### src/rtl/core/teq_pkg.sv
// Shared types and constants for the timed event queue.
// Depends on nothing; every other file of the block imports it.
`timescale 1ns / 1ps

package teq_pkg;

  localparam int QUEUE_DEPTH = 16;
  localparam int TIME_BITS   = 32;
  localparam int TYPE_BITS   = 4;
  localparam int IDX_BITS    = $clog2(QUEUE_DEPTH);
  localparam int CNT_BITS    = $clog2(QUEUE_DEPTH + 1);

  localparam logic [TIME_BITS-1:0] FRAME_RESET = TIME_BITS'(69888);

  typedef enum logic [1:0] {
    CMD_ADD    = 2'd0,
    CMD_RUN    = 2'd1,
    CMD_REBASE = 2'd2,
    CMD_CLEAR  = 2'd3
  } cmd_t;

  typedef struct packed {
    cmd_t                 command;
    logic [TIME_BITS-1:0] add_time;
    logic [TYPE_BITS-1:0] event_type;
    logic [TIME_BITS-1:0] now;
  } cmd_item_t;

  typedef struct packed {
    logic                 fired;
    logic [TYPE_BITS-1:0] fired_type;
    logic [TIME_BITS-1:0] fired_time;
    logic                 add_failed;
    logic [TIME_BITS-1:0] next_due;
    logic [CNT_BITS-1:0]  pending;
    logic                 last;
  } rsp_item_t;

  typedef struct packed {
    logic [TIME_BITS-1:0] due_time;
    logic [TYPE_BITS-1:0] type_code;
  } entry_t;

  typedef struct packed {
    logic                en;
    logic [IDX_BITS-1:0] addr;
    entry_t              data;
  } mem_wr_t;

endpackage

### src/rtl/core/teq_store.sv
// Event storage: one write port and one registered read port.
// Depends on teq_pkg for the entry type and depth.
`timescale 1ns / 1ps

module teq_store import teq_pkg::*; (
  input  logic                clk,
  input  mem_wr_t             wr,
  input  logic [IDX_BITS-1:0] rd_addr,
  output entry_t              rd_data
);

  entry_t mem [QUEUE_DEPTH];

  always_ff @(posedge clk) begin
    if (wr.en) begin
      mem[wr.addr] <= wr.data;
    end
    rd_data <= mem[rd_addr];
  end

endmodule

### src/rtl/core/teq_alu.sv
// Shared subtractor: gives a - b and whether a >= b (unsigned).
// Depends on teq_pkg for the time width.
`timescale 1ns / 1ps

module teq_alu import teq_pkg::*; (
  input  logic [TIME_BITS-1:0] a,
  input  logic [TIME_BITS-1:0] b,
  output logic [TIME_BITS-1:0] diff,
  output logic                 ge
);

  logic [TIME_BITS:0] wide;

  assign wide = {1'b0, a} - {1'b0, b};
  assign diff = wide[TIME_BITS-1:0];
  assign ge   = ~wide[TIME_BITS];

endmodule

### src/rtl/core/teq_seq.sv
// Command sequencer: walks the event store one entry per cycle for add,
// run and rebase, and drives the shared subtractor. Depends on teq_pkg,
// teq_store and teq_alu.
`timescale 1ns / 1ps

module teq_seq import teq_pkg::*; (
  input  logic                 clk,
  input  logic                 rst,
  input  logic                 cmd_valid,
  output logic                 cmd_ready,
  input  cmd_item_t            cmd,
  input  logic [TIME_BITS-1:0] frame_length,
  input  logic                 res_take,
  output logic                 res_load,
  output rsp_item_t            res
);

  typedef enum logic [6:0] {
    ST_IDLE      = 7'b0000001,
    ST_ADD_SCAN  = 7'b0000010,
    ST_ADD_SHIFT = 7'b0000100,
    ST_RUN_CHECK = 7'b0001000,
    ST_RUN_SHIFT = 7'b0010000,
    ST_REBASE    = 7'b0100000,
    ST_EMIT      = 7'b1000000
  } state_t;

  state_t               state;
  cmd_item_t            cur;
  logic [CNT_BITS-1:0]  count;
  logic [CNT_BITS-1:0]  ptr;
  logic [CNT_BITS-1:0]  pos;
  logic [IDX_BITS-1:0]  raddr;
  logic                 rvalid;
  entry_t               head;
  entry_t               popped;
  logic                 pop_held;
  logic                 res_fired;
  logic [TYPE_BITS-1:0] res_type;
  logic [TIME_BITS-1:0] res_time;
  logic                 res_failed;
  logic                 res_last;

  mem_wr_t              mem_wr;
  logic [IDX_BITS-1:0]  rd_addr;
  entry_t               rd_data;
  logic [TIME_BITS-1:0] alu_a;
  logic [TIME_BITS-1:0] alu_b;
  logic [TIME_BITS-1:0] alu_diff;
  logic                 alu_ge;
  logic                 more_due;
  logic                 add_done;

  teq_store u_store (
    .clk     (clk),
    .wr      (mem_wr),
    .rd_addr (rd_addr),
    .rd_data (rd_data)
  );

  teq_alu u_alu (
    .a    (alu_a),
    .b    (alu_b),
    .diff (alu_diff),
    .ge   (alu_ge)
  );

  assign cmd_ready = (state == ST_IDLE);
  assign res_load  = (state == ST_EMIT) && res_take;
  assign more_due  = (count != '0) && alu_ge;
  assign add_done  = (state == ST_ADD_SHIFT) && (ptr <= pos) && !rvalid;

  always_comb begin
    case (state)
      ST_RUN_CHECK: begin
        alu_a = cur.now;
        alu_b = head.due_time;
      end
      ST_ADD_SCAN: begin
        alu_a = rd_data.due_time;
        alu_b = cur.add_time;
      end
      default: begin
        alu_a = rd_data.due_time;
        alu_b = frame_length;
      end
    endcase
  end

  always_comb begin
    if (state == ST_ADD_SHIFT) begin
      rd_addr = IDX_BITS'(ptr - CNT_BITS'(1));
    end else begin
      rd_addr = ptr[IDX_BITS-1:0];
    end
  end

  always_comb begin
    mem_wr = '0;
    case (state)
      ST_ADD_SHIFT: begin
        if (rvalid) begin
          mem_wr.en   = 1'b1;
          mem_wr.addr = raddr + IDX_BITS'(1);
          mem_wr.data = rd_data;
        end else if (ptr <= pos) begin
          mem_wr.en             = 1'b1;
          mem_wr.addr           = pos[IDX_BITS-1:0];
          mem_wr.data.due_time  = cur.add_time;
          mem_wr.data.type_code = cur.event_type;
        end
      end
      ST_RUN_SHIFT: begin
        if (rvalid) begin
          mem_wr.en   = 1'b1;
          mem_wr.addr = raddr - IDX_BITS'(1);
          mem_wr.data = rd_data;
        end
      end
      ST_REBASE: begin
        if (rvalid) begin
          mem_wr.en             = 1'b1;
          mem_wr.addr           = raddr;
          mem_wr.data.due_time  = alu_diff;
          mem_wr.data.type_code = rd_data.type_code;
        end
      end
      default: begin
        mem_wr = '0;
      end
    endcase
  end

  always_comb begin
    res.fired      = res_fired;
    res.fired_type = res_type;
    res.fired_time = res_time;
    res.add_failed = res_failed;
    res.next_due   = (count == '0) ? '1 : head.due_time;
    res.pending    = count;
    res.last       = res_last;
  end

  // Mirror of slot 0 so the head is visible without a store read
  always_ff @(posedge clk) begin
    if (mem_wr.en && (mem_wr.addr == '0)) begin
      head <= mem_wr.data;
    end
  end

  always_ff @(posedge clk) begin
    if (rst) begin
      state      <= ST_IDLE;
      count      <= '0;
      rvalid     <= 1'b0;
      pop_held   <= 1'b0;
      res_fired  <= 1'b0;
      res_failed <= 1'b0;
      res_last   <= 1'b0;
    end else begin
      case (state)
        ST_IDLE: begin
          if (cmd_valid) begin
            cur        <= cmd;
            ptr        <= '0;
            rvalid     <= 1'b0;
            pop_held   <= 1'b0;
            res_fired  <= 1'b0;
            res_type   <= '0;
            res_time   <= '0;
            res_failed <= (cmd.command == CMD_ADD) && (count == CNT_BITS'(QUEUE_DEPTH));
            res_last   <= 1'b1;
            case (cmd.command)
              CMD_ADD: begin
                if (count == CNT_BITS'(QUEUE_DEPTH)) begin
                  state <= ST_EMIT;
                end else begin
                  state <= ST_ADD_SCAN;
                end
              end
              CMD_RUN:    state <= ST_RUN_CHECK;
              CMD_REBASE: state <= ST_REBASE;
              default: begin
                count <= '0;
                state <= ST_EMIT;
              end
            endcase
          end
        end
        ST_ADD_SCAN: begin
          // Find the first slot whose time is at or after the new one
          if (rvalid && alu_ge) begin
            pos    <= CNT_BITS'(raddr);
            ptr    <= count;
            rvalid <= 1'b0;
            state  <= ST_ADD_SHIFT;
          end else if (ptr == count) begin
            pos    <= count;
            ptr    <= count;
            rvalid <= 1'b0;
            state  <= ST_ADD_SHIFT;
          end else begin
            raddr  <= ptr[IDX_BITS-1:0];
            rvalid <= 1'b1;
            ptr    <= ptr + CNT_BITS'(1);
          end
        end
        ST_ADD_SHIFT: begin
          // Move the tail up one slot, last entry first
          if (ptr > pos) begin
            raddr  <= IDX_BITS'(ptr - CNT_BITS'(1));
            rvalid <= 1'b1;
            ptr    <= ptr - CNT_BITS'(1);
          end else begin
            rvalid <= 1'b0;
            if (!rvalid) begin
              count <= count + CNT_BITS'(1);
              state <= ST_EMIT;
            end
          end
        end
        ST_RUN_CHECK: begin
          if (pop_held) begin
            res_fired <= 1'b1;
            res_type  <= popped.type_code;
            res_time  <= popped.due_time;
            res_last  <= !more_due;
            state     <= ST_EMIT;
          end else if (more_due) begin
            popped <= head;
            ptr    <= CNT_BITS'(1);
            rvalid <= 1'b0;
            state  <= ST_RUN_SHIFT;
          end else begin
            res_fired <= 1'b0;
            res_type  <= '0;
            res_time  <= '0;
            res_last  <= 1'b1;
            state     <= ST_EMIT;
          end
        end
        ST_RUN_SHIFT: begin
          // Move every entry down one slot over the popped head
          if (ptr < count) begin
            raddr  <= ptr[IDX_BITS-1:0];
            rvalid <= 1'b1;
            ptr    <= ptr + CNT_BITS'(1);
          end else begin
            rvalid <= 1'b0;
            if (!rvalid) begin
              count    <= count - CNT_BITS'(1);
              pop_held <= 1'b1;
              state    <= ST_RUN_CHECK;
            end
          end
        end
        ST_REBASE: begin
          if (ptr < count) begin
            raddr  <= ptr[IDX_BITS-1:0];
            rvalid <= 1'b1;
            ptr    <= ptr + CNT_BITS'(1);
          end else begin
            rvalid <= 1'b0;
            if (!rvalid) begin
              state <= ST_EMIT;
            end
          end
        end
        ST_EMIT: begin
          if (res_take) begin
            if ((cur.command == CMD_RUN) && !res_last) begin
              pop_held <= 1'b0;
              state    <= ST_RUN_CHECK;
            end else begin
              state <= ST_IDLE;
            end
          end
        end
        default: begin
          state <= ST_IDLE;
        end
      endcase
    end
  end

  a_count_bound: assert property (@(posedge clk) disable iff (rst)
    count <= CNT_BITS'(QUEUE_DEPTH))
    else $error("queue count above depth");

  a_clear_empties: assert property (@(posedge clk) disable iff (rst)
    (cmd_valid && cmd_ready && (cmd.command == CMD_CLEAR)) |=> (count == '0))
    else $error("clear left entries queued");

  a_add_grows: assert property (@(posedge clk) disable iff (rst)
    add_done |=> (count == $past(count) + CNT_BITS'(1)))
    else $error("add did not grow the queue by one");

  a_fire_not_failed: assert property (@(posedge clk) disable iff (rst)
    res_load |-> !(res.fired && res.add_failed))
    else $error("result both fired and failed");

  a_failed_is_full: assert property (@(posedge clk) disable iff (rst)
    (res_load && res.add_failed) |-> (count == CNT_BITS'(QUEUE_DEPTH)))
    else $error("add failed with a free slot");

endmodule

### src/rtl/core/timed_event_queue.sv
// Top level of the timed event queue: frame length register, response
// register and the command sequencer. Depends on teq_pkg and teq_seq.
`timescale 1ns / 1ps

// The queue holds up to QUEUE_DEPTH events kept in due-time order, a new
// event going ahead of those with the same time. One command is taken at a
// time; cmd_ready stays low until its last response has been loaded into
// the response register. All store walks go through an event memory with one
// write port and one read port, at one entry per cycle. A held response
// register adds its wait to every response. Each response reports the head
// time (all ones when empty) and the number of queued events.

module timed_event_queue import teq_pkg::*; (
  input  logic                 clk,
  input  logic                 rst,
  input  logic                 cmd_valid,
  output logic                 cmd_ready,
  input  cmd_item_t            cmd,
  output logic                 rsp_valid,
  input  logic                 rsp_ready,
  output rsp_item_t            rsp,
  input  logic                 cfg_we,
  input  logic [TIME_BITS-1:0] cfg_wdata
);

  logic [TIME_BITS-1:0] frame_length;
  logic                 res_take;
  logic                 res_load;
  rsp_item_t            res;

  assign res_take = !rsp_valid || rsp_ready;

  teq_seq u_seq (
    .clk          (clk),
    .rst          (rst),
    .cmd_valid    (cmd_valid),
    .cmd_ready    (cmd_ready),
    .cmd          (cmd),
    .frame_length (frame_length),
    .res_take     (res_take),
    .res_load     (res_load),
    .res          (res)
  );

  always_ff @(posedge clk) begin
    if (rst) begin
      frame_length <= FRAME_RESET;
    end else if (cfg_we) begin
      frame_length <= cfg_wdata;
    end
  end

  // Hold the response until the transaction completes
  always_ff @(posedge clk) begin
    if (rst) begin
      rsp_valid <= 1'b0;
    end else if (res_load) begin
      rsp_valid <= 1'b1;
    end else if (rsp_ready) begin
      rsp_valid <= 1'b0;
    end
  end

  always_ff @(posedge clk) begin
    if (res_load) begin
      rsp <= res;
    end
  end

endmodule

### config.mk
export PLATFORM = sky130hd
export DESIGN_NAME = timed_event_queue
export DESIGN_NICKNAME = d
export VERILOG_FILES = /design/src/rtl/core/teq_pkg.sv /design/src/rtl/core/teq_store.sv /design/src/rtl/core/teq_alu.sv /design/src/rtl/core/teq_seq.sv /design/src/rtl/core/timed_event_queue.sv
export SDC_FILE = /design/constraint.sdc
export NUM_CORES = 1
export LEC_CHECK = 0
export BUFFER_PORTS_ARGS = -buffer_cell sky130_fd_sc_hd__buf_2
export CAP_MARGIN = 15
export CORE_UTILIZATION = 40
export DETAILED_ROUTE_END_ITERATION = 7
export PLACE_DENSITY = 0.57
export SLEW_MARGIN = 10
export SYNTH_ARGS = -nofsm -noshare
export SYNTH_HDL_FRONTEND = slang
export SYNTH_SLANG_ARGS = --single-unit
### constraint.sdc
create_clock -name clk -period 15.8 [get_ports clk]
set_input_delay 0 -clock clk [delete_from_list [all_inputs] [get_ports clk]]
set_output_delay 0 -clock clk [all_outputs]
set_load 0.03 [all_outputs]
==> impl_metrics.toml <==
[global_routing]
gr-total-overflow = 0
grt_max_degree = 74
grt_usage_pct = 20.5
grt_pass1_wl_mm = 138
grt_antenna_before_repair = 6
grt_pass1_vias = 20900

[placement]
hpwl_mm = 58.5
io_buffers = 184
gp_congestion = 0.887

[logic_synthesis]
synth_flop_cell = "edfxtp_1"
synth.area.top_cells = "edfxtp_1, mux4_2, dfxtp_1"
ys_ff_latch = 894
synth.avg_cell_area_um2 = 16.6
synthArstFlopShare_pct = 0
seq_area_frac_synth_pct = 71.8
yosys.area.top_type = "edfxtp_1"
ys_warn_count = 0
synth_top_area_share_pct = 67.0
synth_cell_types = 69
netlist_area_um2 = 36200
synth_edf_count = 808
synth_nets = 2344
synth_cells = 2185

[die]
placementRows = 109
die_x_um = 303
initial_core_util_pct = 40.6
fp.dieH_um = 303
io_pins = 185
dieArea_um2 = 91700
core_area_um2 = 89100

[cells_and_area]
nFillCells = 7545
utilization_pct = 48.1
regArea_um2 = 26000
fin_nets = 2677
final_layout_size_suffix_gt1_share_pct = 24.4
syn2layout_area_growth_pct = 18.2
multi_input_area_um2 = 9820

[routing]
viasPerCell = 5.60
drtIter0Drc = 1894
wl_mm = 94.3
drc = 0
wl_per_cell_um = 25.1
final_antenna_net_count = 0
dr.pass1.iters = 7
vias = 21000

[setup_path]
reg2reg_from = "u_seq.state[2]"
cp_slowest_cell = "nor2_4"
worst-path-buf-inv = 2
cp_max_fo = 65
critPathCaptureType = "flip-flop"
critPathMostFrequentCell = "nand2_1"
path_class = "flip-flop to flip-flop"
worstPathRequired_ns = 16.07
critPathTopFamily = "simple AND/OR/NAND/NOR gates"
cp-start-kind = "flip-flop"
cp.arrival_ns = 6.98
worstPathCellList = "or3_1, nor3_1, and3b_4, buf_4, a22oi_1, nand2_1, ha_1, inv_1, fa_1, a211oi_1, o21ai_1, o2111ai_1, nand4_1, and3_1, o211ai_1, nand2_1, nor2_4"
slowest_delay_ns = 0.79
crit_start = "u_seq.state[2]"

[clocking]
clock_latency_ns = 0.66
clock_sink_count = 894
cts_tree = "done"
cts_made_buffers = 90
htreeDepth = 3
clk_path_buf_depth = 3
root_buffer = "clkbuf_16"
post_cts_resized = 0
clk_pin_slew_ns = 0.06

[sta]
fin_skew_ns = 0.0222
period_minus_slack_ns = 6.71
tns_ns = 0
max_freq_mhz = 149
setup_violations = 0
slew_headroom_pct = 25.9
hold_viol = 0
slew_violations = 0
period_share_pct = 42.5
rsz0062_at_grt = "no"
worstMarginPinSlew_ns = 1.11

[status]
status = "complete, no violations"

[hold_path]
hp-start = "cmd[16]"
hp-class = "primary input to flip-flop"

[power_and_ir_drop]
leakage_nw = 13.6
power_mw = 5.40
cellPowerDensity_nw_per_um2 = 126
peakVddDrop_mv = 0.0785

[run]
drv_cap = 0
## through the flow
step	instances	cell area (µm²)	setup WS [ns]	hold WS (ns)
floorplan	2185	36200	9.89	0.0989
global placement	3477	38700	9.15	0.176
detailed placement	3478	38700	9.07	0.178
CTS	3755	42800	9.02	0.0172
global route	3757	42800	8.65	0.0443
finish	3758	42800	9.09	0.0532
## what timing repair did
item | 4_1_cts | 5_1_grt
endpoints found under the hold margin | 128 | 0
buffers inserted | 0 | 0
hold buffers | 111 | 0
## synth_stat cells (all sizes together) (36+ instances only)
cell type / count
nand2: 211
mux4: 144
and3: 79
edfxtp: 808
nor2: 95
o21ai: 54
or2: 36
dfxtp: 86
buf: 38
a21oi: 92
ha: 50
a31oi: 46
clkbuf: 78
## sequential cells by signal, indices dropped and copies added, names as in the netlist, 4 cells and up
name and count:
u_seq.head 10, u_seq.res_type 4, u_seq.res_time 32, u_seq.u_store.mem 566, rsp 76, u_seq.state 7, u_seq.pos 5, frame_length 32
u_seq.count 5, u_seq.cur 70, u_seq.u_store.rd_data 36, u_seq.popped 36, u_seq.raddr 4, u_seq.ptr 5
## cell families after synthesis
group | after synthesis | synth area share, %
compound gates | 331 | 6.01
xor+xnor | 43 | 1.04
fa+ha+maj | 52 | 1.84
buf+inv | 144 | 1.68
flops | 894 | 71.8
mux | 208 | 10.8
simple gates | 513 | 6.78
## metal layers
layer / up-vias / GRT usage, % / part of all wire, %
met4: 0 / 5.22 / 1.9
met1: 10900 / 29.9 / 45
met5: - / 0 / 0
li1: 9251 / - / -
met3: 117 / 2.79 / 6.3
met2: 778 / 32.3 / 47
## layout make-up
cell class	instances	share of cell area, %
sequential	894	60.7
multi-input combinational	1147	23.0
timing repair buffer	357	5.83
clock buffer	112	5.53
tap	1165	3.41
clock inverter	54	1.30
inverter	28	0.249
antenna	1	0.00585
## placed cells by master (no fill, tap or decap), types with 7 or more instances in the layout
master         synthesis  routed
nor3_1                12      11
a31oi_1               46      46
clkinvlp_4             0       7
nor2b_1               12      11
or2_2                 36      36
mux2i_1               31      31
dlygate4sd3_1          0     111
mux2_2                33      33
inv_1                 26      24
a22o_1                32      32
dfxtp_1               86      86
clkbuf_1              77      20
xor2_1                25      24
and3_1                79      79
mux4_2               144     144
a21oi_1               92      89
xnor2_1               18      17
clkbuf_16              0      91
buf_4                 13      61
nand4_1               11      11
buf_2                 15     185
nor2_1                94      73
nand3_1               12      12
nand2_1              210     210
edfxtp_1             808     808
nor2_4                 0      19
o21ai_0               49      48
a22oi_1               24      24
and2_1                 8       8
o21bai_1               9       9
nand2b_1              12      12
or3_1                  7       7
bufinv_16              0       8
clkinv_1               0      15
clkinv_2               0      18
a21o_1                15      15
ha_1                  50      49
a221o_1                7       7
## final timing paths
check | cells past startpoint | slack, ns | to
min reg2reg | 0 | 0.42 | rsp[64]
max reg2reg | 17 | 9.09 | u_seq.res_time[13]
min | 2 | 0.05 | u_seq.cur[16]
max | 17 | 9.09 | u_seq.res_time[13]
## power by group
part           internal [mW]  switching [mW]  leakage (nW)
Clock                   1.20           0.905          1.41
Combinational          0.248           0.393          5.32
Sequential              2.61          0.0424          6.83
Total                   4.06            1.34          13.6
Note: power is estimated with default switching activity, not from simulation.
